[src/rtl/xtea_pkg.sv]
// shared types and constants for the xtea block cipher
package xtea_pkg;

	localparam int unsigned WORD_W   = 32;
	localparam int unsigned ROUND_W  = 8;
	localparam int unsigned CFG_IDX_W = 3;
	localparam int unsigned KEY_WORDS = 4;
	localparam int unsigned HALF_W   = ROUND_W + 1;

	localparam logic [WORD_W-1:0]  XTEA_DELTA     = 32'h9E37_79B9;
	localparam logic [ROUND_W-1:0] ROUNDS_DEFAULT = 8'd32;

	// configuration register indexes
	localparam logic [CFG_IDX_W-1:0] CFG_KEY_ZERO  = 3'd0;
	localparam logic [CFG_IDX_W-1:0] CFG_KEY_ONE   = 3'd1;
	localparam logic [CFG_IDX_W-1:0] CFG_KEY_TWO   = 3'd2;
	localparam logic [CFG_IDX_W-1:0] CFG_KEY_THREE = 3'd3;
	localparam logic [CFG_IDX_W-1:0] CFG_ROUNDS    = 3'd4;

	// selector codes
	localparam logic FUNC_ENC = 1'b0;
	localparam logic FUNC_DEC = 1'b1;

	typedef logic [KEY_WORDS-1:0][WORD_W-1:0] key_set_t;

	// commands from the controller to the datapath
	typedef struct packed {
		logic load;
		logic step;
		logic phase;
		logic publish;
	} dp_cmd_t;

endpackage

[src/rtl/xtea_block_cipher.sv]
// top level of the xtea 64-bit block cipher
// One block is taken at a time. A block is loaded, then each round passes twice through
// the shared half-round unit (each pass updates one 32-bit half), and the block then
// moves into the output register once that register is free. The next block is taken as
// soon as the finished one sits in the output register, even while that result still
// waits to be read. round_count 0 passes the block through. Key words and round count
// must be written by the user only while the block is idle; the block does not enforce it.
module xtea_block_cipher (
	input  logic                            clk,
	input  logic                            arst_n,
	// configuration writes
	input  logic                            cfg_wr_en,
	input  logic [xtea_pkg::CFG_IDX_W-1:0]  cfg_index,
	input  logic [xtea_pkg::WORD_W-1:0]     cfg_data,
	// input blocks
	input  logic                            s_axis_tvalid,
	output logic                            s_axis_tready,
	input  logic [63:0]                     s_axis_tdata,  // word_first, word_second
	input  logic                            s_axis_tuser,  // func
	// result blocks
	output logic                            m_axis_tvalid,
	input  logic                            m_axis_tready,
	output logic [63:0]                     m_axis_tdata   // result_first, result_second
);

	xtea_pkg::key_set_t               key;
	logic [xtea_pkg::ROUND_W-1:0]     rounds;
	xtea_pkg::dp_cmd_t                cmd;

	xtea_regs u_regs (
		.clk       (clk),
		.arst_n    (arst_n),
		.cfg_wr_en (cfg_wr_en),
		.cfg_index (cfg_index),
		.cfg_data  (cfg_data),
		.key       (key),
		.rounds    (rounds)
	);

	xtea_ctrl u_ctrl (
		.clk       (clk),
		.arst_n    (arst_n),
		.rounds    (rounds),
		.in_valid  (s_axis_tvalid),
		.in_ready  (s_axis_tready),
		.out_valid (m_axis_tvalid),
		.out_ready (m_axis_tready),
		.cmd       (cmd)
	);

	xtea_dp u_dp (
		.clk           (clk),
		.cmd           (cmd),
		.key           (key),
		.rounds        (rounds),
		.func          (s_axis_tuser),
		.word_first    (s_axis_tdata[31:0]),
		.word_second   (s_axis_tdata[63:32]),
		.result_first  (m_axis_tdata[31:0]),
		.result_second (m_axis_tdata[63:32])
	);

endmodule

[src/rtl/xtea_regs.sv]
// configuration registers: cipher key words and round count
module xtea_regs (
	input  logic                             clk,
	input  logic                             arst_n,
	input  logic                             cfg_wr_en,
	input  logic [xtea_pkg::CFG_IDX_W-1:0]   cfg_index,
	input  logic [xtea_pkg::WORD_W-1:0]      cfg_data,
	output xtea_pkg::key_set_t               key,
	output logic [xtea_pkg::ROUND_W-1:0]     rounds
);

	xtea_pkg::key_set_t               key_q;
	logic [xtea_pkg::ROUND_W-1:0]     rounds_q;

	// register writes, unknown indexes are dropped
	always_ff @(posedge clk or negedge arst_n) begin
		if (!arst_n) begin
			key_q    <= '0;
			rounds_q <= xtea_pkg::ROUNDS_DEFAULT;
		end else if (cfg_wr_en) begin
			unique case (cfg_index)
				xtea_pkg::CFG_KEY_ZERO:  key_q[0] <= cfg_data;
				xtea_pkg::CFG_KEY_ONE:   key_q[1] <= cfg_data;
				xtea_pkg::CFG_KEY_TWO:   key_q[2] <= cfg_data;
				xtea_pkg::CFG_KEY_THREE: key_q[3] <= cfg_data;
				xtea_pkg::CFG_ROUNDS:    rounds_q <= cfg_data[xtea_pkg::ROUND_W-1:0];
				default: ;
			endcase
		end
	end

	assign key    = key_q;
	assign rounds = rounds_q;

endmodule

[src/rtl/xtea_dp.sv]
// xtea datapath: block halves, running sum, half-round unit and output register
module xtea_dp (
	input  logic                           clk,
	input  xtea_pkg::dp_cmd_t              cmd,
	input  xtea_pkg::key_set_t             key,
	input  logic [xtea_pkg::ROUND_W-1:0]   rounds,
	input  logic                           func,
	input  logic [xtea_pkg::WORD_W-1:0]    word_first,
	input  logic [xtea_pkg::WORD_W-1:0]    word_second,
	output logic [xtea_pkg::WORD_W-1:0]    result_first,
	output logic [xtea_pkg::WORD_W-1:0]    result_second
);

	localparam int unsigned PROD_W = xtea_pkg::WORD_W + xtea_pkg::ROUND_W;

	logic [xtea_pkg::WORD_W-1:0] v0_q, v1_q, sum_q, res0_q, res1_q;
	logic                        dec_q;

	logic                        tgt_is_v0;
	logic [xtea_pkg::WORD_W-1:0] src, tgt, mixed, key_sum, f_val, new_val;
	logic [1:0]                  kidx;
	logic [PROD_W-1:0]           start_prod;

	// decipher starts at delta times the round count
	assign start_prod = PROD_W'(xtea_pkg::XTEA_DELTA) * PROD_W'(rounds);

	// first half of a round updates v0 on encipher and v1 on decipher
	assign tgt_is_v0 = ~(cmd.phase ^ dec_q);
	assign src       = tgt_is_v0 ? v1_q : v0_q;
	assign tgt       = tgt_is_v0 ? v0_q : v1_q;
	assign kidx      = tgt_is_v0 ? sum_q[1:0] : sum_q[12:11];

	// round function: shift mix plus keyed sum
	assign mixed   = ((src << 4) ^ (src >> 5)) + src;
	assign key_sum = sum_q + key[kidx];
	assign f_val   = mixed ^ key_sum;
	assign new_val = dec_q ? (tgt - f_val) : (tgt + f_val);

	// working registers
	always_ff @(posedge clk) begin
		if (cmd.load) begin
			v0_q  <= word_first;
			v1_q  <= word_second;
			dec_q <= func;
			sum_q <= (func == xtea_pkg::FUNC_DEC) ? start_prod[xtea_pkg::WORD_W-1:0] : '0;
		end else if (cmd.step) begin
			if (tgt_is_v0) begin
				v0_q <= new_val;
			end else begin
				v1_q <= new_val;
			end
			// sum moves between the two halves of a round
			if (!cmd.phase) begin
				sum_q <= dec_q ? (sum_q - xtea_pkg::XTEA_DELTA) : (sum_q + xtea_pkg::XTEA_DELTA);
			end
		end
	end

	// output register
	always_ff @(posedge clk) begin
		if (cmd.publish) begin
			res0_q <= v0_q;
			res1_q <= v1_q;
		end
	end

	assign result_first  = res0_q;
	assign result_second = res1_q;

endmodule

[src/rtl/xtea_ctrl.sv]
// xtea controller: input handshake, half-round sequencing, output valid
module xtea_ctrl (
	input  logic                          clk,
	input  logic                          arst_n,
	input  logic [xtea_pkg::ROUND_W-1:0]  rounds,
	input  logic                          in_valid,
	output logic                          in_ready,
	output logic                          out_valid,
	input  logic                          out_ready,
	output xtea_pkg::dp_cmd_t             cmd
);

	typedef enum logic [1:0] {
		S_IDLE,
		S_RUN,
		S_HOLD
	} state_t;

	state_t                        state_q;
	logic [xtea_pkg::HALF_W-1:0]   cnt_q;
	logic                          phase_q;
	logic                          out_valid_q;
	logic                          out_free;

	assign out_free = ~out_valid_q | out_ready;

	// commands to the datapath
	always_comb begin
		cmd         = '0;
		cmd.load    = (state_q == S_IDLE) & in_valid;
		cmd.step    = (state_q == S_RUN);
		cmd.phase   = phase_q;
		cmd.publish = (state_q == S_HOLD) & out_free;
	end

	assign in_ready  = (state_q == S_IDLE);
	assign out_valid = out_valid_q;

	// state, half-round counter and output valid
	always_ff @(posedge clk or negedge arst_n) begin
		if (!arst_n) begin
			state_q     <= S_IDLE;
			cnt_q       <= '0;
			phase_q     <= 1'b0;
			out_valid_q <= 1'b0;
		end else begin
			if (cmd.publish) begin
				out_valid_q <= 1'b1;
			end else if (out_ready) begin
				out_valid_q <= 1'b0;
			end
			unique case (state_q)
				S_IDLE: begin
					if (in_valid) begin
						cnt_q   <= {rounds, 1'b0};
						phase_q <= 1'b0;
						state_q <= (rounds == '0) ? S_HOLD : S_RUN;
					end
				end
				S_RUN: begin
					cnt_q   <= cnt_q - 1'b1;
					phase_q <= ~phase_q;
					if (cnt_q == xtea_pkg::HALF_W'(1)) begin
						state_q <= S_HOLD;
					end
				end
				S_HOLD: begin
					if (out_free) begin
						state_q <= S_IDLE;
					end
				end
				default: state_q <= S_IDLE;
			endcase
		end
	end

endmodule

[config.mk]
export PLATFORM = sky130hd
export DESIGN_NAME = xtea_block_cipher
export DESIGN_NICKNAME = d
export VERILOG_FILES = /design/src/rtl/xtea_pkg.sv /design/src/rtl/xtea_block_cipher.sv /design/src/rtl/xtea_regs.sv /design/src/rtl/xtea_dp.sv /design/src/rtl/xtea_ctrl.sv
export SDC_FILE = /design/constraint.sdc
export NUM_CORES = 1
export LEC_CHECK = 0
export BUFFER_PORTS_ARGS = -buffer_cell sky130_fd_sc_hd__buf_2
export CAP_MARGIN = 10
export CORE_UTILIZATION = 36
export CTS_CLUSTER_DIAMETER = 150
export DETAILED_ROUTE_END_ITERATION = 8
export PLACE_DENSITY = 0.52
export SKIP_LAST_GASP = 1
export SLEW_MARGIN = 25
export SYNTH_ARGS = -nofsm -noshare
export SYNTH_HDL_FRONTEND = slang
export SYNTH_SLANG_ARGS = --single-unit
[constraint.sdc]
create_clock -name clk -period 9.3 [get_ports clk]
set_input_delay 0.93 -clock clk [delete_from_list [all_inputs] [get_ports clk]]
set_output_delay 0.93 -clock clk [all_outputs]
set_load 0.005 [all_outputs]
# Yosys cells after proc, flatten, opt, wreduce, memory -nomap -nowiden
# Cells that the tools add are included.
# word_totals
out_inout_bits	66
reg_bits	310
inputBits	105
# op_classes
reduce_logical	17
bitwise_logic	8
add_sub_neg	7
multipliers	1
eq_ne	12
muxes	28
n_lt_le_gt_ge	1
# op_table
op	count
$mux W32	15
$add A32 B32 Y32	3
$bmux W32 S2	1
$add A32 B32 Y32 const B	1
$mul A32 B8 Y32 const A	1
$sub A32 B32 Y32	1
$sub A32 B32 Y32 const B	1
$xor A32 B27 Y32	1
$xor A32 B32 Y32	1
$pmux W9 S2	1
$reduce_and A2 Y1	9
$mux W2	5
$eq A9 B1 Y1 const B	1
$mux W9	1
$sub A9 B1 Y9 const B	1
$logic_not A8 Y1	1
$reduce_bool A2 Y1	4
$eq A3 B2 Y1 const B	2
$ne A2 B2 Y1 const B	3
$pmux W2 S3	1
$ne A2 B1 Y1 const B	2
$eq A3 B1 Y1 const B	1
$eq A3 B3 Y1 const B	1
$logic_not A3 Y1	1
other kinds (11)	15

# Longest topological paths before layout
# Gate-level depths: netlist of the first run.
# depth
ltp_word	11
depth_mapped	33

# Modules after synthesis
# From an unflattened synthesis of the first run, not the netlist that was laid out.
# unflattened
hier_cells	2392
hier_area_um2	24279.5
# modules_own_cells
mod	instances	cells_per_inst	area_per_inst_um2
xtea_dp	1	2005	18290.0
xtea_regs	1	292	5129.9
xtea_ctrl	1	95	859.6

# Least setup slack after synthesis of the first run
# OpenSTA, ideal clock, no wires.
# synth_path
kind	register -> register
start	reg u_dp.dec_q
end	reg u_dp.v0_q[25] (netlist name), data pin
setup_ns	0.260
path_stages_with_launch	29
slack_ns	2.005
path_buffers	2
arrival_ns	7.035
cell_sequence	edfxtp_1 -> buf_2 -> xor2_2 -> nor2_1 -> a21oi_2 -> buf_1 -> mux4_2 -> ha_1 -> a211o_1 -> a221o_1 -> a2111oi_0 -> nor3_1 -> xnor2_1 -> nor2_1 -> and3_1 -> nor3b_1 -> a21oi_1 -> xnor2_1 -> ha_1 -> and3_1 -> nand3_1 -> nor2_1 -> a211oi_1 -> a21oi_1 -> o21ai_0 -> o21bai_1 -> a21oi_1 -> xnor2_1 -> mux2_2
# synth_via
elab_chain_cells	11
word_cells_on_any_way	16
classes_between	4 x add/sub; 9 x mux; 3 x bitwise
# synth_rtl
element	line	rtl
start, declared	xtea_dp.sv:17	logic dec_q;
start signal, assigned	xtea_dp.sv:44	dec_q <= func;
$xor A1 B1 Y1	xtea_dp.sv:28	assign tgt_is_v0 = ~(cmd.phase ^ dec_q);
$mux W2	xtea_dp.sv:31	assign kidx = tgt_is_v0 ? sum_q[1:0] : sum_q[12:11];
$bmux W32 S2	xtea_dp.sv:35	assign key_sum = sum_q + key[kidx];
$mux W32 (implied by the code)	xtea_dp.sv:35	
$add A32 B32 Y32	xtea_dp.sv:35	
$xor A32 B32 Y32	xtea_dp.sv:36	assign f_val = mixed ^ key_sum;
$add A32 B32 Y32 or $sub A32 B32 Y32 (tied branches)	xtea_dp.sv:37	assign new_val = dec_q ? (tgt - f_val) : (tgt + f_val);
$mux W32 *	xtea_dp.sv:37	
$mux W32 *	xtea_dp.sv:47	if (tgt_is_v0) begin
$mux W32 *	xtea_dp.sv:46	end else if (cmd.step) begin
$mux W32 *	xtea_dp.sv:41	if (cmd.load) begin
end signal, assigned	xtea_dp.sv:42	v0_q <= word_first;
end signal, assigned	xtea_dp.sv:48	v0_q <= new_val;
end, declared	xtea_dp.sv:16	logic [xtea_pkg::WORD_W-1:0] v0_q, v1_q, sum_q, res0_q, res1_q;
# Mark *: on every way between the ends. The rest lies on a longest branch, timed or not. The select of a mux whose other input is x is not followed.
# A chain may end at the register's enable or synchronous reset.

# Worst setup path in the final report of the first run
# layout_path
start	reg u_ctrl.phase_q
end	reg u_dp.v0_q[30] (netlist name), data pin
# layout_via
elab_chain_cells	11
word_cells_on_any_way	16
classes_between	4 x add/sub; 9 x mux; 3 x bitwise
# layout_rtl
element	line	rtl
start, declared	xtea_ctrl.sv:21	logic phase_q;
start signal, assigned	xtea_ctrl.sv:62	phase_q <= ~phase_q;
$xor A1 B1 Y1 *	xtea_dp.sv:28	
$mux W2	xtea_dp.sv:31	
$bmux W32 S2	xtea_dp.sv:35	
$mux W32 (implied by the code)	xtea_dp.sv:35	
$add A32 B32 Y32	xtea_dp.sv:35	
$xor A32 B32 Y32	xtea_dp.sv:36	
$add A32 B32 Y32 or $sub A32 B32 Y32 (tied branches)	xtea_dp.sv:37	
$mux W32 *	xtea_dp.sv:37	
$mux W32 *	xtea_dp.sv:47	
$mux W32 *	xtea_dp.sv:46	
$mux W32 *	xtea_dp.sv:41	
# Marked as above.

==> results of run 1 <==
cell families (layout without fill, tap and decap cells):
group	count (synthesis)	after routing	synth area share
simple gates	600	600	0.114
buf+inv	243	420	0.0385
flops	310	310	0.360
fa+ha+maj	262	262	0.159
mux	188	188	0.103
compound gates	536	536	0.147
xor+xnor	211	211	0.0786
worst reg2reg max path, cell delays in order (launching register included):
cell	delay [ns]
dfrtp_1	0.49
xor2_4	0.32
nor2_1	0.12
a21oi_4	0.49
buf_4	0.57
mux4_2	0.69
ha_1	0.37
a21oi_1	0.24
o211ai_1	0.18
nand2_1	0.10
o211ai_1	0.13
a31oi_1	0.34
xnor2_1	0.19
or4_1	0.57
nor3_1	0.25
and2_1	0.22
a21oi_1	0.10
xnor2_1	0.30
ha_1	0.38
nand2_1	0.17
nor2_1	0.08
a221oi_1	0.34
a21oi_1	0.13
a211oi_1	0.41
mux2i_1	0.31
nand4_1	0.11
worst max path at each step:
| stage | from | end | depth (start not counted) | slack (ns) |
|---|---|---|---|---|
| 5_1_grt | u_ctrl.phase_q | u_dp.v0_q[27] | 26 | 0.73 |
| 4_1_cts | u_ctrl.phase_q | u_dp.v0_q[30] | 25 | 1.40 |
| 2_1_floorplan | u_dp.dec_q | u_dp.v0_q[25] | 28 | 2.01 |
| 6_report | u_ctrl.phase_q | u_dp.v0_q[30] | 25 | 1.44 |
| 3_3_place_gp | u_ctrl.phase_q | u_dp.v0_q[30] | 25 | 1.56 |
| 3_5_place_dp | u_ctrl.phase_q | u_dp.v0_q[30] | 25 | 1.43 |
state kept, by name, indices dropped and copies added, names as in the netlist:
register            cells
u_dp.v0_q              32
u_dp.result_second     32
u_regs.key            128
u_ctrl.out_valid        1
u_regs.rounds           8
u_ctrl.state_q          2
u_dp.sum_q             32
u_ctrl.cnt_q            9
u_dp.result_first      32
u_ctrl.phase_q          1
u_dp.v1_q              32
u_dp.dec_q              1
cell type report:
class | count | share of cell area
multi-input combinational | 1797 | 0.537
sequential | 310 | 0.320
tap | 855 | 0.0400
clock buffer | 52 | 0.0382
timing repair buffer | 190 | 0.0376
inverter | 163 | 0.0230
clock inverter | 15 | 0.00421
metrics by stage:
stage	setup slack [ns]	cell area (sq um)	utilization	std cells	hold slack, ns
floorplan	2.01	23800	-	2350	0.449
global placement	1.56	25600	0.395	3315	0.479
detailed placement	1.43	25600	0.395	3315	0.483
CTS	1.40	26800	0.413	3382	0.450
global route	0.733	26800	0.413	3382	0.500
finish	1.44	26800	0.413	3382	0.438
layer usage:
metal | share of wire | global-route usage | wire length [microns]
met1 | 0.47 | 0.274 | 31600
met2 | 0.46 | 0.338 | 31400
met3 | 0.046 | 0.0272 | 3140
met4 | 0.024 | 0.0592 | 1650
met5 | 0.00050 | 0 | 34
Yosys cell counts, types with 27 or more instances:
| master | n | area (sq um) |
|---|---|---|
| nand2_1 | 294 | 1100 |
| ha_1 | 196 | 2450 |
| inv_1 | 162 | 608 |
| edfxtp_1 | 161 | 4830 |
| dfrtp_1 | 148 | 3700 |
| xnor2_1 | 146 | 1280 |
| mux2_2 | 137 | 1540 |
| a21oi_1 | 133 | 666 |
| nor2_1 | 104 | 390 |
| o21ai_0 | 90 | 450 |
| a21o_1 | 86 | 646 |
| fa_1 | 66 | 1320 |
| xor2_1 | 63 | 552 |
| clkbuf_1 | 60 | 225 |
| nand3_1 | 43 | 215 |
| a31oi_1 | 34 | 213 |
| mux4_2 | 32 | 721 |
| nor3_1 | 30 | 150 |
| and3_1 | 27 | 169 |
placed cells by master (no fill, tap or decap), types with 20 or more instances in the layout:
cell / n
and3_1: 27
mux2_2: 137
xor2_1: 63
nor2_1: 103
ha_1: 196
nor3_1: 30
inv_1: 161
a31oi_1: 34
clkbuf_16: 37
edfxtp_1: 161
o22ai_1: 23
nand2_1: 293
a21o_1: 86
o21a_1: 25
fa_1: 66
buf_2: 169
o21ai_0: 87
dfrtp_1: 148
a21oi_1: 132
mux4_2: 32
xnor2_1: 146
buf_4: 20
nand3_1: 43
==> results_dict.tcl, run 1 <==
set metrics [dict create \
    hpwl_microns 52800 \
    syn_avg_cell_area_sq_um 10.1 \
    grt_start_max_net_pins 89 \
    cp_num_buf_inv 1 \
    min_path_type "in2async" \
    slew_violations 0 \
    cts_setup_buffers 0 \
    die_y_microns 259 \
    vias_per_cell 5.40 \
    startpoint_type "flop" \
    syn2layout_area_growth_pct 12.5 \
    synth_nets 2717 \
    worstReg2RegEnd "u_dp.v0_q[30]" \
    r2r_setup_slack_ns 1.44 \
    drc 0 \
    crit_fanout 22 \
    overflow 0 \
    clk_pin_slew_worst_paths_ns 0.06 \
    tns_ns 0 \
    ff_latch_area_sq_mm 0.00856 \
    drt_iter0_drc 1071 \
    cts_tree "yes" \
    wl_per_cell_microns 20.1 \
    async_flop_share 0.481 \
    cts_sinks 310 \
    synth_area_sq_mm 0.0238 \
    drt.antenna.violating_nets 0 \
    clock_latency_ns 0.56 \
    hold_viol 0 \
    arrival_ns 8.15 \
    rsz0062_at_grt "no" \
    syn_inst 2350 \
    cp.required_ns 9.58 \
    ys_ff_latch 310 \
    die_x_microns 259 \
    final_layout_size_suffix_gt1_frac 0.172 \
    cts_buffer_depth 3 \
    crit_path_end_kind "flop" \
    root_buffer "clkbuf_16" \
    slew_headroom 0.306 \
    worstMarginPinSlew_ns 1.03 \
    dr.pass1.iters 5 \
    initial_core_util 0.367 \
    path_delay_family "compound AO/OA/AOI/OAI gates" \
    grt_pass1_wl_microns 106000 \
    core_sq_mm 0.0648 \
    multi_input_area_sq_mm 0.0144 \
    cts_inserted_buffers 37 \
    synth_cell_type_count 83 \
    synth-warning-count 0 \
    num_rows 93 \
    status "completed" \
    yosysSeqAreaShare 0.360 \
    antenna_found_initial 2 \
    nFillCells 6277 \
    worstSetupPathType "reg2reg" \
    vias 18200 \
    grt_use_total 0.203 \
    place_congestion 0.898 \
    slowest_stage "mux4_2" \
    grt_pass1_vias 18800 \
    port_buffers 170 \
    fmax_mhz 127 \
    drt_wl_total_microns 67900 \
    period_share 0.845 \
    synth_edf_count 161 \
    fin_skew_ns 0.0212 \
    crit_top_cell "a21oi_1" \
    n_antenna_cell 0 \
    min_period_ns 7.86 \
    io_pins 171 \
    reg2regPathDepth 25 \
    critPathMaxStageDelay_ns 0.67 \
    ctsHoldBuffers 0 \
    ys.flop_type "edfxtp_1" \
    setup_viol 0 \
    cts_resized 0 \
    maxCapViolCount 0 \
    r2r-start "u_ctrl.phase_q" \
    h-tree-depth 2 \
    fin_nets 2866 \
    fp.dieArea_sq_mm 0.0671 \
]
Power of run 1 is not shown: default switching activity piles up to over one toggle a cycle in this logic, so the estimate is an artifact.
==> run 2, diff against run 1 <==
- PLACE_DENSITY: 0.52 -> 0.54
- clock period: 9.3 -> 6.44 ns (I/O delays scaled with it)
==> run 2 against run 1 <==
  * The run now ends with setup timing left
  * Worst setup slack lost 1.7 ns
  * First-iteration DRC count shrank 2.4%
  * Sequential share of layout area shrank 3.5 points
  * Critical path depth grew 3
  * Die area is the same
  * Count of clock-buffer cells in the layout shrank 5
  * Worst hold slack lost 0.32 ns
  * Clock skew grew 0.0093 ns
  * Via count grew 6.1%
==> results_dict.tcl, run 2 (same netlist as run 1, synthesis figures left out) <==
set metrics [dict create \
    status "finished, violations left" \
    violations "setup timing" \
    grt_pass1_vias 19800 \
    final_common_cell "buf_4" \
    multi_input_area_sq_mm 0.0151 \
    syn2layout_area_growth_pct 26.3 \
    fin_skew_ns 0.0305 \
    min_path_type "in2async" \
    maxCapViolCount 0 \
    crit_path_end_kind "flop" \
    r2r_setup_slack_ns -0.23 \
    clk_pin_slew_worst_paths_ns 0.06 \
    final_layout_size_suffix_gt1_frac 0.302 \
    drt.antenna.violating_nets 0 \
    drt_wl_total_microns 71300 \
    overflow 0 \
    crit_start "u_dp.dec_q" \
    slew_violations 0 \
    worstMarginPinSlew_ns 0.828 \
    place_inst 3590 \
    layout_common_cells "313 x buf_4, 291 x nand2_1, 184 x ha_1, 169 x buf_2" \
    worstSetupPathType "reg2reg" \
    vias 19400 \
    cts_inserted_buffers 37 \
    die_x_microns 259 \
    stdcell_count 3692 \
    vias_per_cell 5.25 \
    initial_core_util 0.367 \
    critPathMaxStageDelay_ns 0.54 \
    cp.required_ns 6.85 \
    startpoint_type "flop" \
    min_period_ns 6.67 \
    period_share 1.04 \
    ff_latch_area_sq_mm 0.00856 \
    arrival_ns 7.08 \
    postLayoutCellArea_sq_mm 0.0301 \
    largest_reg_flops 128 \
    clock_latency_ns 0.58 \
    rsz0062_at_grt "yes" \
    fp.dieArea_sq_mm 0.0671 \
    setup_viol 14 \
    fmax_mhz 150 \
    n_antenna_cell 0 \
    cts_buffer_depth 3 \
    place_congestion 0.925 \
    hold_viol 0 \
    drc 0 \
    dr.pass1.iters 5 \
    nFillCells 6141 \
    r2r-start "u_dp.dec_q" \
    ctsHoldBuffers 0 \
    num_rows 93 \
    hpwl_microns 55900 \
    root_buffer "clkbuf_16" \
    core_sq_mm 0.0648 \
    tns_ns -1.75 \
    drt_iter0_drc 1045 \
    dpl_cell_area_sq_mm 0.0278 \
    antenna_found_initial 1 \
    crit_fanout 4 \
    io_pins 171 \
    slew_headroom 0.446 \
    die_y_microns 259 \
    port_buffers 170 \
    fin_nets 3177 \
    cts_sinks 310 \
    grt_start_max_net_pins 77 \
    wl_per_cell_microns 19.3 \
    h-tree-depth 2 \
    grt_pass1_wl_microns 111000 \
    grt_use_total 0.211 \
    cts_tree "yes" \
    slowest_stage "mux4_2" \
    timing.final.ws_setup_ns -0.234 \
]
-- run 2: cell types whose count changed in the layout (fill, tap and decap cells not counted), moves of 9 or more --
cell / previous run / this run
buf_4: 20 / 313
xnor2_1: 146 / 136
ha_1: 196 / 184
o21ai_0: 87 / 78
xnor2_2: 0 / 9
ha_4: 0 / 9
nor2_2: 1 / 10
nor2_1: 103 / 90
a21oi_1: 132 / 117
a21oi_2: 0 / 12
-- run 2: final timing paths --
| path | endpoint | cells after the start |
|---|---|---|
| setup reg to reg | u_dp.v0_q[26] | 28 |
| setup / recovery | u_dp.v0_q[26] | 28 |
| min in group clk | u_regs.key[79] | 2 |
| hold reg to reg | u_dp.result_first[15] | 0 |
| max in group asynchronous | u_regs.rounds[3] | 2 |
| hold / removal | u_regs.key[123] | 1 |
-- run 2: worst max-delay path, delay by kind of cell (launching register included) --
kind / cells / cell delay [ns]
xor gates and xnor gates: 3 / 0.64
buffers and inverters: 2 / 0.31
muxes: 1 / 0.54
AOI/OAI and AO/OA: 14 / 3.15
DFF: 1 / 0.46
adders and majority gates: 2 / 0.54
and+or+nand+nor: 6 / 0.89
-- run 2: per-stage QoR --
stage	hold slack, ns	setup WS (ns)	utilization
after floorplan	0.348	-0.214	-
after global placement	0.466	-0.281	0.429
after detailed placement	0.469	-0.373	0.429
after CTS	0.116	-0.272	0.453
after global routing	0.151	-0.501	0.464
final	0.116	-0.234	0.464
-- run 2: cell type report --
type | count | share of cell area
Clock buffer | 47 | 0.0334
Clock inverter | 19 | 0.00595
Inverter | 163 | 0.0204
Multi-Input combinational cell | 1797 | 0.503
Sequential cell | 310 | 0.285
Tap cell | 855 | 0.0356
Timing Repair Buffer | 501 | 0.116
-- run 2: what timing repair did --
action,4_1_cts,5_1_grt
gates cloned,0,2
setup endpoints to repair,26,34
resized for setup,45,106
pin swaps,30,52
setup buffers,20,19
-- run 2: per-layer routing --
layer | part of all wire | up-vias | GRT usage
li1 | - | 9369 | -
met1 | 0.47 | 9484 | 0.292
met2 | 0.47 | 424 | 0.352
met3 | 0.044 | 88 | 0.0271
met4 | 0.020 | 2 | 0.0478
met5 | 0.00015 | - | 0
Power of run 2 is left out for the same reason.
